===== config.mk =====
export PLATFORM = sky130hd
export DESIGN_NAME = encoder_pid_motor_controller_flat
export DESIGN_NICKNAME = d
export VERILOG_FILES = /design/src/hw/rtl/pidmc_pkg.sv /design/src/hw/rtl/pidmc_if.sv /design/src/hw/rtl/pidmc_quad.sv /design/src/hw/rtl/pidmc_mul.sv /design/src/hw/rtl/pidmc_div.sv /design/src/hw/rtl/encoder_pid_motor_controller.sv /design/src/flat_wrapper.sv
export SDC_FILE = /design/constraint.sdc
export NUM_CORES = 2
export LEC_CHECK = 0
export BUFFER_PORTS_ARGS = -buffer_cell sky130_fd_sc_hd__buf_2
export CAP_MARGIN = 10
export CORE_ASPECT_RATIO = 0.9
export CORE_MARGIN = 10
export CORE_UTILIZATION = 30
export DETAILED_ROUTE_END_ITERATION = 10
export PLACE_DENSITY_LB_ADDON = 0.05
export SLEW_MARGIN = 20
export SYNTH_ARGS = -nofsm -noshare
export SYNTH_HDL_FRONTEND = slang
export SYNTH_SLANG_ARGS = --single-unit
export TNS_END_PERCENT = 1

===== constraint.sdc =====
create_clock -name clk -period 12.65 [get_ports clk]
set_input_delay 2.53 -clock clk [delete_from_list [all_inputs] [get_ports clk]]
set_output_delay 2.53 -clock clk [all_outputs]
set_load 0.01 [all_outputs]

===== src/hw/rtl/pidmc_pkg.sv =====
package pidmc_pkg;

  // Defaults for the top-level parameters
  localparam int unsigned CPR_DEF     = 2249;
  localparam int unsigned TICK_MS_DEF = 50;

  // Control-law constants
  localparam int unsigned MS_PER_MIN   = 60000;
  localparam int unsigned DRIVE_MAX    = 250;
  localparam int unsigned BOOST_LEVEL  = 9;
  localparam int unsigned GATE_FACTOR  = 360;
  localparam int unsigned SETTLE_TICKS = 3;

  // Serial arithmetic widths
  localparam int MUL_AW = 33;
  localparam int MUL_BW = 48;
  localparam int MUL_PW = MUL_AW + MUL_BW;
  localparam int DIV_NW = 64;
  localparam int DIV_DW = 32;

  // Configuration port
  localparam int CFG_IW = 3;
  localparam int CFG_DW = 32;

  localparam logic [CFG_IW-1:0] CFG_MODE   = 3'd0;
  localparam logic [CFG_IW-1:0] CFG_TARGET = 3'd1;
  localparam logic [CFG_IW-1:0] CFG_GAIN_P = 3'd2;
  localparam logic [CFG_IW-1:0] CFG_GAIN_I = 3'd3;
  localparam logic [CFG_IW-1:0] CFG_GAIN_D = 3'd4;
  localparam logic [CFG_IW-1:0] CFG_THRESH = 3'd5;

  // Request codes
  localparam logic [1:0] REQ_SAMPLE  = 2'd0;
  localparam logic [1:0] REQ_TICK    = 2'd1;
  localparam logic [1:0] REQ_RESTART = 2'd2;

  // Control modes
  localparam logic [1:0] MODE_POS = 2'd1;
  localparam logic [1:0] MODE_SPD = 2'd2;

  // Maneuver status
  localparam logic [1:0] STAT_WAIT = 2'd0;
  localparam logic [1:0] STAT_DONE = 2'd3;

  typedef struct packed {
    logic              go;
    logic [MUL_AW-1:0] a;
    logic [MUL_BW-1:0] b;
  } mul_req_t;

  typedef struct packed {
    logic              done;
    logic [MUL_PW-1:0] p;
  } mul_rsp_t;

  typedef struct packed {
    logic              go;
    logic [DIV_NW-1:0] n;
    logic [DIV_DW-1:0] d;
  } div_req_t;

  typedef struct packed {
    logic              done;
    logic [DIV_NW-1:0] q;
  } div_rsp_t;

  typedef struct packed {
    logic [31:0] count;
    logic        err;
  } qdec_t;

endpackage


===== src/hw/rtl/pidmc_if.sv =====
interface pidmc_in_if;
  logic       valid;
  logic       ready;
  logic [1:0] req_type;
  logic       enc_a;
  logic       enc_b;

  modport source (output valid, output req_type, output enc_a, output enc_b, input ready);
  modport sink (input valid, input req_type, input enc_a, input enc_b, output ready);
endinterface

interface pidmc_out_if;
  logic              valid;
  logic              ready;
  logic [7:0]        pwm_duty;
  logic              reverse_dir;
  logic signed [8:0] drive_value;
  logic [1:0]        maneuver_status;
  logic              quad_error;

  modport source (output valid, output pwm_duty, output reverse_dir, output drive_value,
                  output maneuver_status, output quad_error, input ready);
  modport sink (input valid, input pwm_duty, input reverse_dir, input drive_value,
                input maneuver_status, input quad_error, output ready);
endinterface


===== src/hw/rtl/pidmc_quad.sv =====
module pidmc_quad (
  input  logic              clk,
  input  logic              rst_n,
  input  logic              smp,
  input  logic              a,
  input  logic              b,
  output pidmc_pkg::qdec_t  qd
);
  import pidmc_pkg::*;

  logic        la_r;
  logic        lb_r;
  logic [31:0] cnt_r;
  logic        err_r;
  logic        up;
  logic        dn;

  assign up = a ^ lb_r;
  assign dn = b ^ la_r;

  // Decode one pin sample: step the count, flag a double transition
  always_ff @(posedge clk) begin
    if (!rst_n) begin
      la_r  <= 1'b0;
      lb_r  <= 1'b0;
      cnt_r <= '0;
      err_r <= 1'b0;
    end else if (smp) begin
      la_r <= a;
      lb_r <= b;
      if (up && !dn) begin
        cnt_r <= cnt_r + 32'd1;
      end else if (!up && dn) begin
        cnt_r <= cnt_r - 32'd1;
      end
      if ((a != la_r) && (b != lb_r)) begin
        err_r <= 1'b1;
      end
    end
  end

  assign qd.count = cnt_r;
  assign qd.err   = err_r;
endmodule


===== src/hw/rtl/pidmc_mul.sv =====
module pidmc_mul (
  input  logic                clk,
  input  logic                rst_n,
  input  pidmc_pkg::mul_req_t req,
  output pidmc_pkg::mul_rsp_t rsp
);
  import pidmc_pkg::*;

  localparam int CW = $clog2(MUL_BW);
  localparam logic [CW-1:0] LAST = CW'(MUL_BW - 1);

  logic [MUL_AW-1:0] a_r;
  logic [MUL_AW-1:0] hi_r;
  logic [MUL_BW-1:0] lo_r;
  logic [CW-1:0]     cnt_r;
  logic              busy_r;
  logic              done_r;
  logic [MUL_AW:0]   sum;

  // Add the multiplicand when the low multiplier bit is set
  assign sum = {1'b0, hi_r} + {1'b0, (lo_r[0] ? a_r : '0)};

  // Sequence one multiplier bit per cycle
  always_ff @(posedge clk) begin
    if (!rst_n) begin
      busy_r <= 1'b0;
      done_r <= 1'b0;
      cnt_r  <= '0;
    end else begin
      done_r <= busy_r && (cnt_r == LAST);
      if (req.go) begin
        busy_r <= 1'b1;
        cnt_r  <= '0;
      end else if (busy_r) begin
        cnt_r <= cnt_r + 1'b1;
        if (cnt_r == LAST) begin
          busy_r <= 1'b0;
        end
      end
    end
  end

  // Shift the partial product right
  always_ff @(posedge clk) begin
    if (req.go) begin
      a_r  <= req.a;
      hi_r <= '0;
      lo_r <= req.b;
    end else if (busy_r) begin
      hi_r <= sum[MUL_AW:1];
      lo_r <= {sum[0], lo_r[MUL_BW-1:1]};
    end
  end

  assign rsp.done = done_r;
  assign rsp.p    = {hi_r, lo_r};
endmodule


===== src/hw/rtl/pidmc_div.sv =====
module pidmc_div (
  input  logic                clk,
  input  logic                rst_n,
  input  pidmc_pkg::div_req_t req,
  output pidmc_pkg::div_rsp_t rsp
);
  import pidmc_pkg::*;

  localparam int CW = $clog2(DIV_NW);
  localparam logic [CW-1:0] LAST = CW'(DIV_NW - 1);

  logic [DIV_DW-1:0] d_r;
  logic [DIV_DW-1:0] rem_r;
  logic [DIV_NW-1:0] quo_r;
  logic [CW-1:0]     cnt_r;
  logic              busy_r;
  logic              done_r;
  logic [DIV_DW:0]   sh;
  logic [DIV_DW+1:0] diff;
  logic              ge;

  // Trial subtract of the divisor from the shifted remainder
  assign sh   = {rem_r, quo_r[DIV_NW-1]};
  assign diff = {1'b0, sh} - {2'b0, d_r};
  assign ge   = !diff[DIV_DW+1];

  // Sequence one quotient bit per cycle
  always_ff @(posedge clk) begin
    if (!rst_n) begin
      busy_r <= 1'b0;
      done_r <= 1'b0;
      cnt_r  <= '0;
    end else begin
      done_r <= busy_r && (cnt_r == LAST);
      if (req.go) begin
        busy_r <= 1'b1;
        cnt_r  <= '0;
      end else if (busy_r) begin
        cnt_r <= cnt_r + 1'b1;
        if (cnt_r == LAST) begin
          busy_r <= 1'b0;
        end
      end
    end
  end

  // Restore or keep the remainder, shift in the quotient bit
  always_ff @(posedge clk) begin
    if (req.go) begin
      d_r   <= req.d;
      rem_r <= '0;
      quo_r <= req.n;
    end else if (busy_r) begin
      rem_r <= ge ? diff[DIV_DW-1:0] : sh[DIV_DW-1:0];
      quo_r <= {quo_r[DIV_NW-2:0], ge};
    end
  end

  assign rsp.done = done_r;
  assign rsp.q    = quo_r;
endmodule


===== src/hw/rtl/encoder_pid_motor_controller.sv =====
// Quadrature-encoder PID motor controller.
// in_if carries one request per item: an encoder pin sample, a control tick
// or a maneuver restart. out_if returns exactly one result item per request:
// PWM duty, direction, signed drive, maneuver status and the sticky
// quadrature error flag, all as they stand after that request.
// cfg_we/cfg_idx/cfg_wdata write the mode, target, three gains and the
// settle threshold; write them only while no item is in flight.
// Pin samples, restarts and unknown requests give their result in the cycle
// after acceptance and can follow back to back, one per cycle, while the receiver takes each result.
// A control tick runs through a bit-serial multiplier and a bit-serial
// divider; it takes longer in speed mode than in position mode with the
// integral gated off. No new item is taken until the tick finishes.
// The result sits in an output register; while the receiver stalls it is
// held and in_if.ready stays low, so nothing is lost or repeated.
// Synchronous reset clears the control state: count zero, drive zero, forward
// direction, status wait, error flag clear; the serial operand registers are not reset.
module encoder_pid_motor_controller #(
  parameter int unsigned COUNTS_PER_REV = pidmc_pkg::CPR_DEF,
  parameter int unsigned TICK_MS        = pidmc_pkg::TICK_MS_DEF
) (
  input  logic                           clk,
  input  logic                           rst_n,
  pidmc_in_if.sink                       in_if,
  pidmc_out_if.source                    out_if,
  input  logic                           cfg_we,
  input  logic [pidmc_pkg::CFG_IW-1:0]   cfg_idx,
  input  logic [pidmc_pkg::CFG_DW-1:0]   cfg_wdata
);
  import pidmc_pkg::*;

  // Sequencer states
  localparam logic [4:0] S_IDLE     = 5'd0;
  localparam logic [4:0] S_LOAD     = 5'd1;
  localparam logic [4:0] S_MEAS_MUL = 5'd2;
  localparam logic [4:0] S_MEAS_DIV = 5'd3;
  localparam logic [4:0] S_ERR      = 5'd4;
  localparam logic [4:0] S_GATE     = 5'd5;
  localparam logic [4:0] S_INT_MUL  = 5'd6;
  localparam logic [4:0] S_INT_DIV  = 5'd7;
  localparam logic [4:0] S_DER_SUB  = 5'd8;
  localparam logic [4:0] S_DER_ABS  = 5'd9;
  localparam logic [4:0] S_DER_MUL  = 5'd10;
  localparam logic [4:0] S_DER_DIV  = 5'd11;
  localparam logic [4:0] S_P        = 5'd12;
  localparam logic [4:0] S_I        = 5'd13;
  localparam logic [4:0] S_D        = 5'd14;
  localparam logic [4:0] S_DRIVE    = 5'd15;
  localparam logic [4:0] S_CLAMP    = 5'd16;
  localparam logic [4:0] S_FIN      = 5'd17;

  // Divisors and multiplier constants
  localparam logic [DIV_DW-1:0] DIV_POS = DIV_DW'(COUNTS_PER_REV);
  localparam logic [DIV_DW-1:0] DIV_SPD = DIV_DW'(TICK_MS * COUNTS_PER_REV);
  localparam logic [DIV_DW-1:0] DIV_INT = DIV_DW'(MS_PER_MIN);
  localparam logic [DIV_DW-1:0] DIV_DER = DIV_DW'(TICK_MS);
  localparam logic [MUL_BW-1:0] MUL_MIN  = MUL_BW'(MS_PER_MIN);
  localparam logic [MUL_BW-1:0] MUL_INT  = MUL_BW'(256 * TICK_MS);
  localparam logic [MUL_BW-1:0] MUL_GATE = MUL_BW'(GATE_FACTOR);

  localparam logic signed [8:0]  DRV_MAX   = 9'(DRIVE_MAX);
  localparam logic signed [8:0]  DRV_BOOST = 9'(BOOST_LEVEL);
  localparam logic signed [31:0] TQ_MAX    = 32'(DRIVE_MAX);
  localparam logic [7:0]         SET_TICKS = 8'(SETTLE_TICKS);
  localparam logic [47:0]        I48_MAX   = {1'b0, {47{1'b1}}};
  localparam logic [47:0]        I48_MIN   = {1'b1, {47{1'b0}}};

  function automatic logic [31:0] mag32(input logic [31:0] v);
    return v[31] ? (~v + 32'd1) : v;
  endfunction

  function automatic logic [32:0] mag33(input logic [32:0] v);
    return v[32] ? (~v + 33'd1) : v;
  endfunction

  function automatic logic [47:0] mag48(input logic [47:0] v);
    return v[47] ? (~v + 48'd1) : v;
  endfunction

  // Signed 32-bit saturation of a quotient magnitude
  function automatic logic [31:0] satq(input logic [63:0] q, input logic neg);
    logic big;
    big = |q[63:31];
    if (neg) begin
      return big ? 32'h8000_0000 : (~q[31:0] + 32'd1);
    end
    return big ? 32'h7FFF_FFFF : q[31:0];
  endfunction

  // Configuration registers
  logic [1:0]         mode_r;
  logic signed [31:0] target_r;
  logic [31:0]        gp_r;
  logic [31:0]        gi_r;
  logic [31:0]        gd_r;
  logic [30:0]        thr_r;

  // Controller state
  logic [31:0]        cnt_tick_r;
  logic signed [31:0] err_r;
  logic signed [31:0] err_prev_r;
  logic [47:0]        integ_r;
  logic [31:0]        deriv_r;
  logic signed [8:0]  drive_r;
  logic signed [8:0]  drive_prev_r;
  logic [7:0]         settle_r;
  logic [1:0]         status_r;
  logic               dir_r;

  // Tick working registers
  logic [4:0]         st_r;
  logic [31:0]        delta_r;
  logic [31:0]        meas_r;
  logic [32:0]        diff_r;
  logic [31:0]        abserr_r;
  logic [47:0]        sum_r;
  logic [47:0]        dsum_r;
  logic               neg_r;
  logic               out_valid_r;

  // Serial unit requests
  logic               mul_go_r;
  logic [MUL_AW-1:0]  mul_a_r;
  logic [MUL_BW-1:0]  mul_b_r;
  logic               div_go_r;
  logic [DIV_NW-1:0]  div_n_r;
  logic [DIV_DW-1:0]  div_d_r;

  mul_req_t mul_req;
  mul_rsp_t mul_rsp;
  div_req_t div_req;
  div_rsp_t div_rsp;
  qdec_t    qd;

  logic               in_fire;
  logic               out_fire;
  logic               smp;
  logic               set_out;
  logic [32:0]        err_sub;
  logic [48:0]        isum;
  logic [47:0]        tp;
  logic [47:0]        ti;
  logic signed [31:0] tq;
  logic signed [8:0]  drv_clamp;
  logic signed [8:0]  drv_sel;
  logic signed [8:0]  drv_boost;
  logic [7:0]         sc_base;
  logic               settled;
  logic [7:0]         settle_nxt;

  assign in_fire  = in_if.valid && in_if.ready;
  assign out_fire = out_if.valid && out_if.ready;
  assign smp      = in_fire && (in_if.req_type == REQ_SAMPLE);
  assign set_out  = (in_fire && (in_if.req_type != REQ_TICK)) || (st_r == S_FIN);

  assign mul_req.go = mul_go_r;
  assign mul_req.a  = mul_a_r;
  assign mul_req.b  = mul_b_r;
  assign div_req.go = div_go_r;
  assign div_req.n  = div_n_r;
  assign div_req.d  = div_d_r;

  pidmc_quad u_quad (
    .clk   (clk),
    .rst_n (rst_n),
    .smp   (smp),
    .a     (in_if.enc_a),
    .b     (in_if.enc_b),
    .qd    (qd)
  );

  pidmc_mul u_mul (
    .clk   (clk),
    .rst_n (rst_n),
    .req   (mul_req),
    .rsp   (mul_rsp)
  );

  pidmc_div u_div (
    .clk   (clk),
    .rst_n (rst_n),
    .req   (div_req),
    .rsp   (div_rsp)
  );

  // Datapath helpers for the current step
  always_comb begin
    err_sub = {target_r[31], target_r} - {meas_r[31], meas_r};
    if (neg_r) begin
      isum = {integ_r[47], integ_r} - {1'b0, div_rsp.q[47:0]};
    end else begin
      isum = {integ_r[47], integ_r} + {1'b0, div_rsp.q[47:0]};
    end
    tp = mul_rsp.p[71:24];
    ti = mul_rsp.p[79:32];
    tq = $signed(dsum_r[47:16]) + {31'd0, (dsum_r[47] && (|dsum_r[15:0]))};
    if (tq > TQ_MAX) begin
      drv_clamp = DRV_MAX;
    end else if (tq < -TQ_MAX) begin
      drv_clamp = -DRV_MAX;
    end else begin
      drv_clamp = tq[8:0];
    end
    drv_sel = ((mode_r == MODE_POS) || (mode_r == MODE_SPD)) ? drv_clamp : drive_r;
    drv_boost = drive_r;
    if (mode_r == MODE_POS) begin
      if ((drive_r > 9'sd0) && (drive_r < DRV_BOOST)) begin
        drv_boost = DRV_BOOST;
      end else if ((drive_r < 9'sd0) && (drive_r > -DRV_BOOST)) begin
        drv_boost = -DRV_BOOST;
      end
    end
    sc_base = (drv_boost != drive_prev_r) ? 8'd0 : settle_r;
    settled = (drv_boost != DRV_MAX) && (drv_boost != -DRV_MAX) &&
              (abserr_r <= {1'b0, thr_r});
    settle_nxt = sc_base;
    if (settled && (sc_base != 8'hFF)) begin
      settle_nxt = sc_base + 8'd1;
    end
  end

  // Configuration writes
  always_ff @(posedge clk) begin
    if (!rst_n) begin
      mode_r   <= '0;
      target_r <= '0;
      gp_r     <= '0;
      gi_r     <= '0;
      gd_r     <= '0;
      thr_r    <= '0;
    end else if (cfg_we) begin
      case (cfg_idx)
        CFG_MODE:   mode_r   <= cfg_wdata[1:0];
        CFG_TARGET: target_r <= cfg_wdata;
        CFG_GAIN_P: gp_r     <= cfg_wdata;
        CFG_GAIN_I: gi_r     <= cfg_wdata;
        CFG_GAIN_D: gd_r     <= cfg_wdata;
        CFG_THRESH: thr_r    <= cfg_wdata[30:0];
        default: ;
      endcase
    end
  end

  // Result handshake
  always_ff @(posedge clk) begin
    if (!rst_n) begin
      out_valid_r <= 1'b0;
    end else if (set_out) begin
      out_valid_r <= 1'b1;
    end else if (out_fire) begin
      out_valid_r <= 1'b0;
    end
  end

  // Request handling and the control-tick sequencer
  always_ff @(posedge clk) begin
    if (!rst_n) begin
      st_r         <= S_IDLE;
      cnt_tick_r   <= '0;
      err_r        <= '0;
      err_prev_r   <= '0;
      integ_r      <= '0;
      deriv_r      <= '0;
      drive_r      <= '0;
      drive_prev_r <= '0;
      settle_r     <= '0;
      status_r     <= STAT_WAIT;
      dir_r        <= 1'b0;
      delta_r      <= '0;
      meas_r       <= '0;
      diff_r       <= '0;
      abserr_r     <= '0;
      sum_r        <= '0;
      dsum_r       <= '0;
      neg_r        <= 1'b0;
      mul_go_r     <= 1'b0;
      mul_a_r      <= '0;
      mul_b_r      <= '0;
      div_go_r     <= 1'b0;
      div_n_r      <= '0;
      div_d_r      <= '0;
    end else begin
      mul_go_r <= 1'b0;
      div_go_r <= 1'b0;
      case (st_r)
        S_IDLE: begin
          if (in_fire && (in_if.req_type == REQ_TICK)) begin
            cnt_tick_r <= qd.count;
            delta_r    <= qd.count - cnt_tick_r;
            st_r       <= S_LOAD;
          end else if (in_fire && (in_if.req_type == REQ_RESTART)) begin
            status_r   <= STAT_WAIT;
            err_r      <= '0;
            err_prev_r <= '0;
            deriv_r    <= '0;
            if (mode_r == MODE_POS) begin
              integ_r <= '0;
            end
            if (mode_r == MODE_SPD) begin
              drive_r <= '0;
            end
          end
        end
        S_LOAD: begin
          // Start the measurement, or go straight to the integral gate
          if (mode_r == MODE_POS) begin
            div_go_r <= 1'b1;
            div_n_r  <= {16'd0, mag32(cnt_tick_r), 16'd0};
            div_d_r  <= DIV_POS;
            neg_r    <= cnt_tick_r[31];
            st_r     <= S_MEAS_DIV;
          end else if (mode_r == MODE_SPD) begin
            mul_go_r <= 1'b1;
            mul_a_r  <= {1'b0, mag32(delta_r)};
            mul_b_r  <= MUL_MIN;
            neg_r    <= delta_r[31];
            st_r     <= S_MEAS_MUL;
          end else begin
            mul_go_r <= 1'b1;
            mul_a_r  <= {2'b0, thr_r};
            mul_b_r  <= MUL_GATE;
            st_r     <= S_GATE;
          end
        end
        S_MEAS_MUL: begin
          if (mul_rsp.done) begin
            div_go_r <= 1'b1;
            div_n_r  <= {mul_rsp.p[47:0], 16'd0};
            div_d_r  <= DIV_SPD;
            st_r     <= S_MEAS_DIV;
          end
        end
        S_MEAS_DIV: begin
          if (div_rsp.done) begin
            meas_r <= satq(div_rsp.q, neg_r);
            st_r   <= S_ERR;
          end
        end
        S_ERR: begin
          if (err_sub[32] != err_sub[31]) begin
            err_r <= err_sub[32] ? 32'sh8000_0000 : 32'sh7FFF_FFFF;
          end else begin
            err_r <= err_sub[31:0];
          end
          mul_go_r <= 1'b1;
          mul_a_r  <= {2'b0, thr_r};
          mul_b_r  <= MUL_GATE;
          st_r     <= S_GATE;
        end
        S_GATE: begin
          abserr_r <= mag32(err_r);
          if (mul_rsp.done) begin
            if ((mode_r != MODE_POS) || ({8'd0, abserr_r} < mul_rsp.p[39:0])) begin
              mul_go_r <= 1'b1;
              mul_a_r  <= {1'b0, abserr_r};
              mul_b_r  <= MUL_INT;
              neg_r    <= err_r[31];
              st_r     <= S_INT_MUL;
            end else begin
              st_r <= S_DER_SUB;
            end
          end
        end
        S_INT_MUL: begin
          if (mul_rsp.done) begin
            div_go_r <= 1'b1;
            div_n_r  <= mul_rsp.p[63:0];
            div_d_r  <= DIV_INT;
            st_r     <= S_INT_DIV;
          end
        end
        S_INT_DIV: begin
          // Accumulate the step, saturate to 48 bits
          if (div_rsp.done) begin
            if (isum[48] != isum[47]) begin
              integ_r <= isum[48] ? I48_MIN : I48_MAX;
            end else begin
              integ_r <= isum[47:0];
            end
            st_r <= S_DER_SUB;
          end
        end
        S_DER_SUB: begin
          diff_r <= {err_r[31], err_r} - {err_prev_r[31], err_prev_r};
          st_r   <= S_DER_ABS;
        end
        S_DER_ABS: begin
          mul_go_r <= 1'b1;
          mul_a_r  <= mag33(diff_r);
          mul_b_r  <= MUL_MIN;
          neg_r    <= diff_r[32];
          st_r     <= S_DER_MUL;
        end
        S_DER_MUL: begin
          if (mul_rsp.done) begin
            div_go_r <= 1'b1;
            div_n_r  <= mul_rsp.p[63:0];
            div_d_r  <= DIV_DER;
            st_r     <= S_DER_DIV;
          end
        end
        S_DER_DIV: begin
          if (div_rsp.done) begin
            deriv_r  <= satq(div_rsp.q, neg_r);
            mul_go_r <= 1'b1;
            mul_a_r  <= {1'b0, mag32(gp_r)};
            mul_b_r  <= {16'd0, mag32(err_r)};
            neg_r    <= gp_r[31] ^ err_r[31];
            st_r     <= S_P;
          end
        end
        S_P: begin
          if (mul_rsp.done) begin
            sum_r    <= neg_r ? (~tp + 48'd1) : tp;
            mul_go_r <= 1'b1;
            mul_a_r  <= {1'b0, mag32(gi_r)};
            mul_b_r  <= mag48(integ_r);
            neg_r    <= gi_r[31] ^ integ_r[47];
            st_r     <= S_I;
          end
        end
        S_I: begin
          if (mul_rsp.done) begin
            sum_r    <= neg_r ? (sum_r - ti) : (sum_r + ti);
            mul_go_r <= 1'b1;
            mul_a_r  <= {1'b0, mag32(gd_r)};
            mul_b_r  <= {16'd0, mag32(deriv_r)};
            neg_r    <= gd_r[31] ^ deriv_r[31];
            st_r     <= S_D;
          end
        end
        S_D: begin
          if (mul_rsp.done) begin
            sum_r <= neg_r ? (sum_r - tp) : (sum_r + tp);
            st_r  <= S_DRIVE;
          end
        end
        S_DRIVE: begin
          // Speed mode adds the PID sum to the present drive
          if (mode_r == MODE_SPD) begin
            dsum_r <= sum_r + {{23{drive_r[8]}}, drive_r, 16'd0};
          end else begin
            dsum_r <= sum_r;
          end
          st_r <= S_CLAMP;
        end
        S_CLAMP: begin
          drive_r <= drv_sel;
          if (drv_sel > 9'sd0) begin
            dir_r <= 1'b0;
          end else if (drv_sel < 9'sd0) begin
            dir_r <= 1'b1;
          end
          st_r <= S_FIN;
        end
        S_FIN: begin
          // Boost small drives in position mode, update the settling count
          drive_r      <= drv_boost;
          drive_prev_r <= drv_boost;
          err_prev_r   <= err_r;
          settle_r     <= settle_nxt;
          if (settled && (settle_nxt >= SET_TICKS)) begin
            status_r <= STAT_DONE;
          end
          st_r <= S_IDLE;
        end
        default: begin
          st_r <= S_IDLE;
        end
      endcase
    end
  end

  assign in_if.ready = (st_r == S_IDLE) && (!out_valid_r || out_if.ready);

  assign out_if.valid           = out_valid_r;
  assign out_if.pwm_duty        = drive_r[8] ? 8'(-drive_r) : drive_r[7:0];
  assign out_if.reverse_dir     = dir_r;
  assign out_if.drive_value     = drive_r;
  assign out_if.maneuver_status = status_r;
  assign out_if.quad_error      = qd.err;
endmodule


===== src/flat_wrapper.sv =====
// flat-port wrapper written by rule: the top's interface ports become plain ports
module encoder_pid_motor_controller_flat import pidmc_pkg::*;
#(
  parameter int unsigned COUNTS_PER_REV = pidmc_pkg::CPR_DEF,
  parameter int unsigned TICK_MS        = pidmc_pkg::TICK_MS_DEF
)
  (clk, rst_n, cfg_we, cfg_idx, cfg_wdata, in_if_valid, in_if_req_type, in_if_enc_a, in_if_enc_b, in_if_ready, out_if_valid, out_if_pwm_duty, out_if_reverse_dir, out_if_drive_value, out_if_maneuver_status, out_if_quad_error, out_if_ready);
  pidmc_in_if in_if_i ();
  pidmc_out_if out_if_i ();
  input  logic clk;
  input  logic rst_n;
  input  logic cfg_we;
  input  logic [pidmc_pkg::CFG_IW-1:0] cfg_idx;
  input  logic [pidmc_pkg::CFG_DW-1:0] cfg_wdata;
  input wire logic [$bits(in_if_i.valid)-1:0] in_if_valid;
  input wire logic [$bits(in_if_i.req_type)-1:0] in_if_req_type;
  input wire logic [$bits(in_if_i.enc_a)-1:0] in_if_enc_a;
  input wire logic [$bits(in_if_i.enc_b)-1:0] in_if_enc_b;
  output wire logic [$bits(in_if_i.ready)-1:0] in_if_ready;
  output wire logic [$bits(out_if_i.valid)-1:0] out_if_valid;
  output wire logic [$bits(out_if_i.pwm_duty)-1:0] out_if_pwm_duty;
  output wire logic [$bits(out_if_i.reverse_dir)-1:0] out_if_reverse_dir;
  output wire logic [$bits(out_if_i.drive_value)-1:0] out_if_drive_value;
  output wire logic [$bits(out_if_i.maneuver_status)-1:0] out_if_maneuver_status;
  output wire logic [$bits(out_if_i.quad_error)-1:0] out_if_quad_error;
  input wire logic [$bits(out_if_i.ready)-1:0] out_if_ready;
  assign in_if_i.valid = in_if_valid;
  assign in_if_i.req_type = in_if_req_type;
  assign in_if_i.enc_a = in_if_enc_a;
  assign in_if_i.enc_b = in_if_enc_b;
  assign in_if_ready = in_if_i.ready;
  assign out_if_valid = out_if_i.valid;
  assign out_if_pwm_duty = out_if_i.pwm_duty;
  assign out_if_reverse_dir = out_if_i.reverse_dir;
  assign out_if_drive_value = out_if_i.drive_value;
  assign out_if_maneuver_status = out_if_i.maneuver_status;
  assign out_if_quad_error = out_if_i.quad_error;
  assign out_if_i.ready = out_if_ready;
  encoder_pid_motor_controller #(.COUNTS_PER_REV(COUNTS_PER_REV), .TICK_MS(TICK_MS)) u_core (.clk(clk), .rst_n(rst_n), .in_if(in_if_i), .out_if(out_if_i), .cfg_we(cfg_we), .cfg_idx(cfg_idx), .cfg_wdata(cfg_wdata));
endmodule

==> flow_metrics.env <==
export IMPL_status="completed"
export IMPL_ys_ff_latch=1023
export IMPL_clkTransAtPathRegs_ps=70
export IMPL_clock_skew_ps=35.1
export IMPL_yosys_warnings=0
export IMPL_max_freq_mhz=140
export IMPL_crit_type="reg2reg"
export IMPL_cts_buffers=135
export IMPL_worstPathRequired_ps=13310
export IMPL_synth_edff_count=154
export IMPL_nNetsFinal=9249
export IMPL_cts_resized=0
export IMPL_core_sq_um=231000
export IMPL_grt_pass1_vias=61797
export IMPL_routedWlPerCell_microns=25.2
export IMPL_viasPerCell=5.58
export IMPL_globalplace_congestion=0.899
export IMPL_arrival_ps=7820
export IMPL_start_util=0.302
export IMPL_cts_sinks=1023
export IMPL_drt_pass1_iter_count=9
export IMPL_num_rows=167
export IMPL_nFillCells=24437
export IMPL_vias=66786
export IMPL_hp_class="reg2reg"
export IMPL_cts_hold_buf=0
export IMPL_clk_latency_ps=810
export IMPL_setup_tns_final_ps=0
export IMPL_htree_levels=4
export IMPL_drive_above_1_share=0.0691
export IMPL_drt_iter0_markers=6809
export IMPL_hold_slack_ps=417
export IMPL_cts_tree="built"
export IMPL_yosysUniqueCellTypes=88
export IMPL_tightest_slew_ps=1110
export IMPL_clock_power_share=0.321
export IMPL_cts_buffer_depth=3
export IMPL_synthCells=9043
export IMPL_path_max_fanout=30
export IMPL_fin_area_sq_um=77800
export IMPL_syn_nets=9479
export IMPL_drcViolationCount=0
export IMPL_dp_cells=11717
export IMPL_io_pins=67
export IMPL_grt_usage=0.228
export IMPL_die_y_microns=477
export IMPL_maxCapViolCount=0
export IMPL_grt_setup_unrepaired="no"
export IMPL_p_sw_frac=0.396
export IMPL_seqPwrFrac=0.327
export IMPL_area_delta_synth_final_pct=11.6
export IMPL_port_buffers=66
export IMPL_grt_pass1_wl_mm=438
export IMPL_finalWirelength_mm=301
export IMPL_hpwl_mm=225
export IMPL_min_period_ps=7160
export IMPL_syn_area_sq_um=69700
export IMPL_min_period_over_period=0.566
export IMPL_p_leak_nw=28.9
export IMPL_postCtsSetupBuffers=0
export IMPL_clock_root_buffer="clkbuf_16"
export IMPL_vdd_drop_max_mv=0.154
export IMPL_grt_remaining_overflow=0
export IMPL_postRouteAntennaNets=0
export IMPL_cell_internal_pwr_mw=7.75
export IMPL_dieArea_sq_um=252000
export IMPL_end_kind="register"
export IMPL_antenna_found_initial=11
export IMPL_grt_max_degree=150
export IMPL_finalMaxSlewViolations=0
export IMPL_p_sw_mw=5.09
export IMPL_setup_slack_ps=5490
export IMPL_layout_cells_non_filler=11974
export IMPL_hold_violations=0
export IMPL_place_ws_ps=5320
export IMPL_setup_viol=0
export IMPL_avgSynthCellArea_sq_um=7.71
export IMPL_cellPowerDensity_nw_per_um2=165
export IMPL_ys_seq_area_frac=0.316
export IMPL_synthArstFlopShare=0
export IMPL_die_w_microns=528
export IMPL_synth_flop_cell="dfxtp_1"
export IMPL_pwr_share_comb=0.352
export IMPL_setup_worst_path_start_class="register"
export IMPL_placed_cell_area_sq_um=73100
export IMPL_relSlewSlack=0.253
stage by stage:
stage / total power [mW] / util
3_5_place_dp: 8.73 / 0.317
6_report: 12.8 / 0.337
4_1_cts: 12.9 / 0.337
3_3_place_gp: 8.72 / 0.317
2_1_floorplan: 7.09 / -
5_1_grt: 13.5 / 0.337
per-layer routing:
layer  track usage  share of wire
met1         0.346           0.50
met3        0.0285          0.058
met5             0       0.000027
met4        0.0558          0.026
met2         0.337           0.42
path summary, 6_finish.rpt:
check	start	endpoint	slack, ps	cells after the start
min reg2reg	u_core.div_d_r[7]	u_core.u_div.d_r[7]	420	0
max	u_core.u_div.quo_r[2]	u_core.integ_r[35]	5490	21
max reg2reg	u_core.u_div.quo_r[2]	u_core.integ_r[35]	5490	21
min	u_core.div_d_r[7]	u_core.u_div.d_r[7]	420	0
layout by cell type, fill, tap and decap left out, types with 60 or more instances in the layout:
master / synthesis / routed
mux2_2: 76 / 76
a21oi_1: 906 / 906
xnor2_1: 446 / 445
edfxtp_1: 154 / 154
and2_1: 66 / 66
nand2_1: 1254 / 1252
inv_1: 296 / 296
a21o_1: 155 / 155
xor2_1: 232 / 232
or4_1: 60 / 60
nor2b_1: 67 / 66
o22ai_1: 76 / 75
o21ai_0: 513 / 513
dfxtp_1: 869 / 862
nor4_1: 68 / 64
o31ai_1: 116 / 115
nand3_1: 239 / 234
nor2_1: 815 / 803
buf_2: 6 / 65
nand2b_1: 100 / 100
or3_1: 98 / 97
mux2i_1: 96 / 96
clkbuf_16: 0 / 145
buf_4: 2 / 144
nor3_1: 236 / 230
ha_1: 383 / 382
a211oi_1: 216 / 216
nand4_1: 75 / 75
a31oi_1: 95 / 94
power groups by stage:
stage,Sequential [mW],Combinational (mW),Clock [mW]
final,4.20,4.52,4.12
after global routing,4.23,4.96,4.36
after CTS,4.19,4.50,4.23
after detailed placement,4.26,4.47,0
after global placement,4.25,4.46,0
after floorplan,3.94,3.15,0
worst max-delay path, stage by stage, from the launching register on:
cell,delay [ps]
edfxtp_1,500
or3_1,450
or3_1,430
nor3_1,480
nand2_1,330
or4_1,510
nor3_1,280
nor2_1,90
xnor2_1,150
ha_1,390
and3_1,200
and4_1,280
nand2_1,100
a2111oi_0,610
o21a_1,340
a31o_2,200
a21oi_1,70
xor2_1,450
a21oi_1,260
nand2_1,340
buf_4,360
o21ai_0,140
state kept, by name, indices dropped and copies added (netlist names), 48 cells and up:
| register | flops |
|---|---|
| u_core.div_n_r | 64 |
| u_core.u_div.quo_r | 64 |
| u_core.dsum_r | 48 |
| u_core.integ_r | 48 |
| u_core.mul_b_r | 48 |
| u_core.sum_r | 48 |
| u_core.u_mul.lo_r | 48 |
cell usage after synthesis (all sizes together) (66+ instances only):
cell type / n / area (sq um)
a211oi: 216 / 1620
xor2: 232 / 2030
a21oi: 906 / 4530
inv: 296 / 1110
ha: 383 / 4790
nand2b: 100 / 626
mux2i: 96 / 961
o31ai: 117 / 892
nand2: 1254 / 4710
xnor2: 447 / 3920
nand3: 239 / 1200
clkbuf: 521 / 1960
or3: 102 / 658
and2: 66 / 413
nand4: 75 / 469
dfxtp: 869 / 17400
edfxtp: 154 / 4620
mux2: 76 / 856
nor2: 815 / 3060
nor3: 236 / 1180
a31oi: 95 / 594
o22ai: 76 / 475
a21o: 155 / 1160
nor4: 68 / 425
o21ai: 516 / 2580
nor2b: 67 / 419
final cells by class:
class                   instances  area [sq um]  area share
well taps                    3042          3810      0.0489
inverters                     300          1130      0.0146
repair buffers                215          1530      0.0196
multi-input cells            7138         44600       0.573
clock buffers                 195          4010      0.0515
diodes                          8          20.0    0.000257
clock inverters                53           647     0.00832
flip-flops and latches       1023         22000       0.283
logic make-up (layout without fill, tap and decap cells):
logic type                 after synthesis  count (layout)  share of synthesized area
muxes                                  173             173                     0.0264
buffers and inverters                  882             763                     0.0477
DFF                                   1023            1023                      0.316
AOI/OAI and AO/OA                     2654            2654                      0.241
other                                    0               8                          0
adders and majority gates              396             396                     0.0719
and+or+nand+nor                       3236            3236                      0.212
xor gates and xnor gates               679             679                     0.0854
No activity file was read; power rests on OpenSTA's default activity.
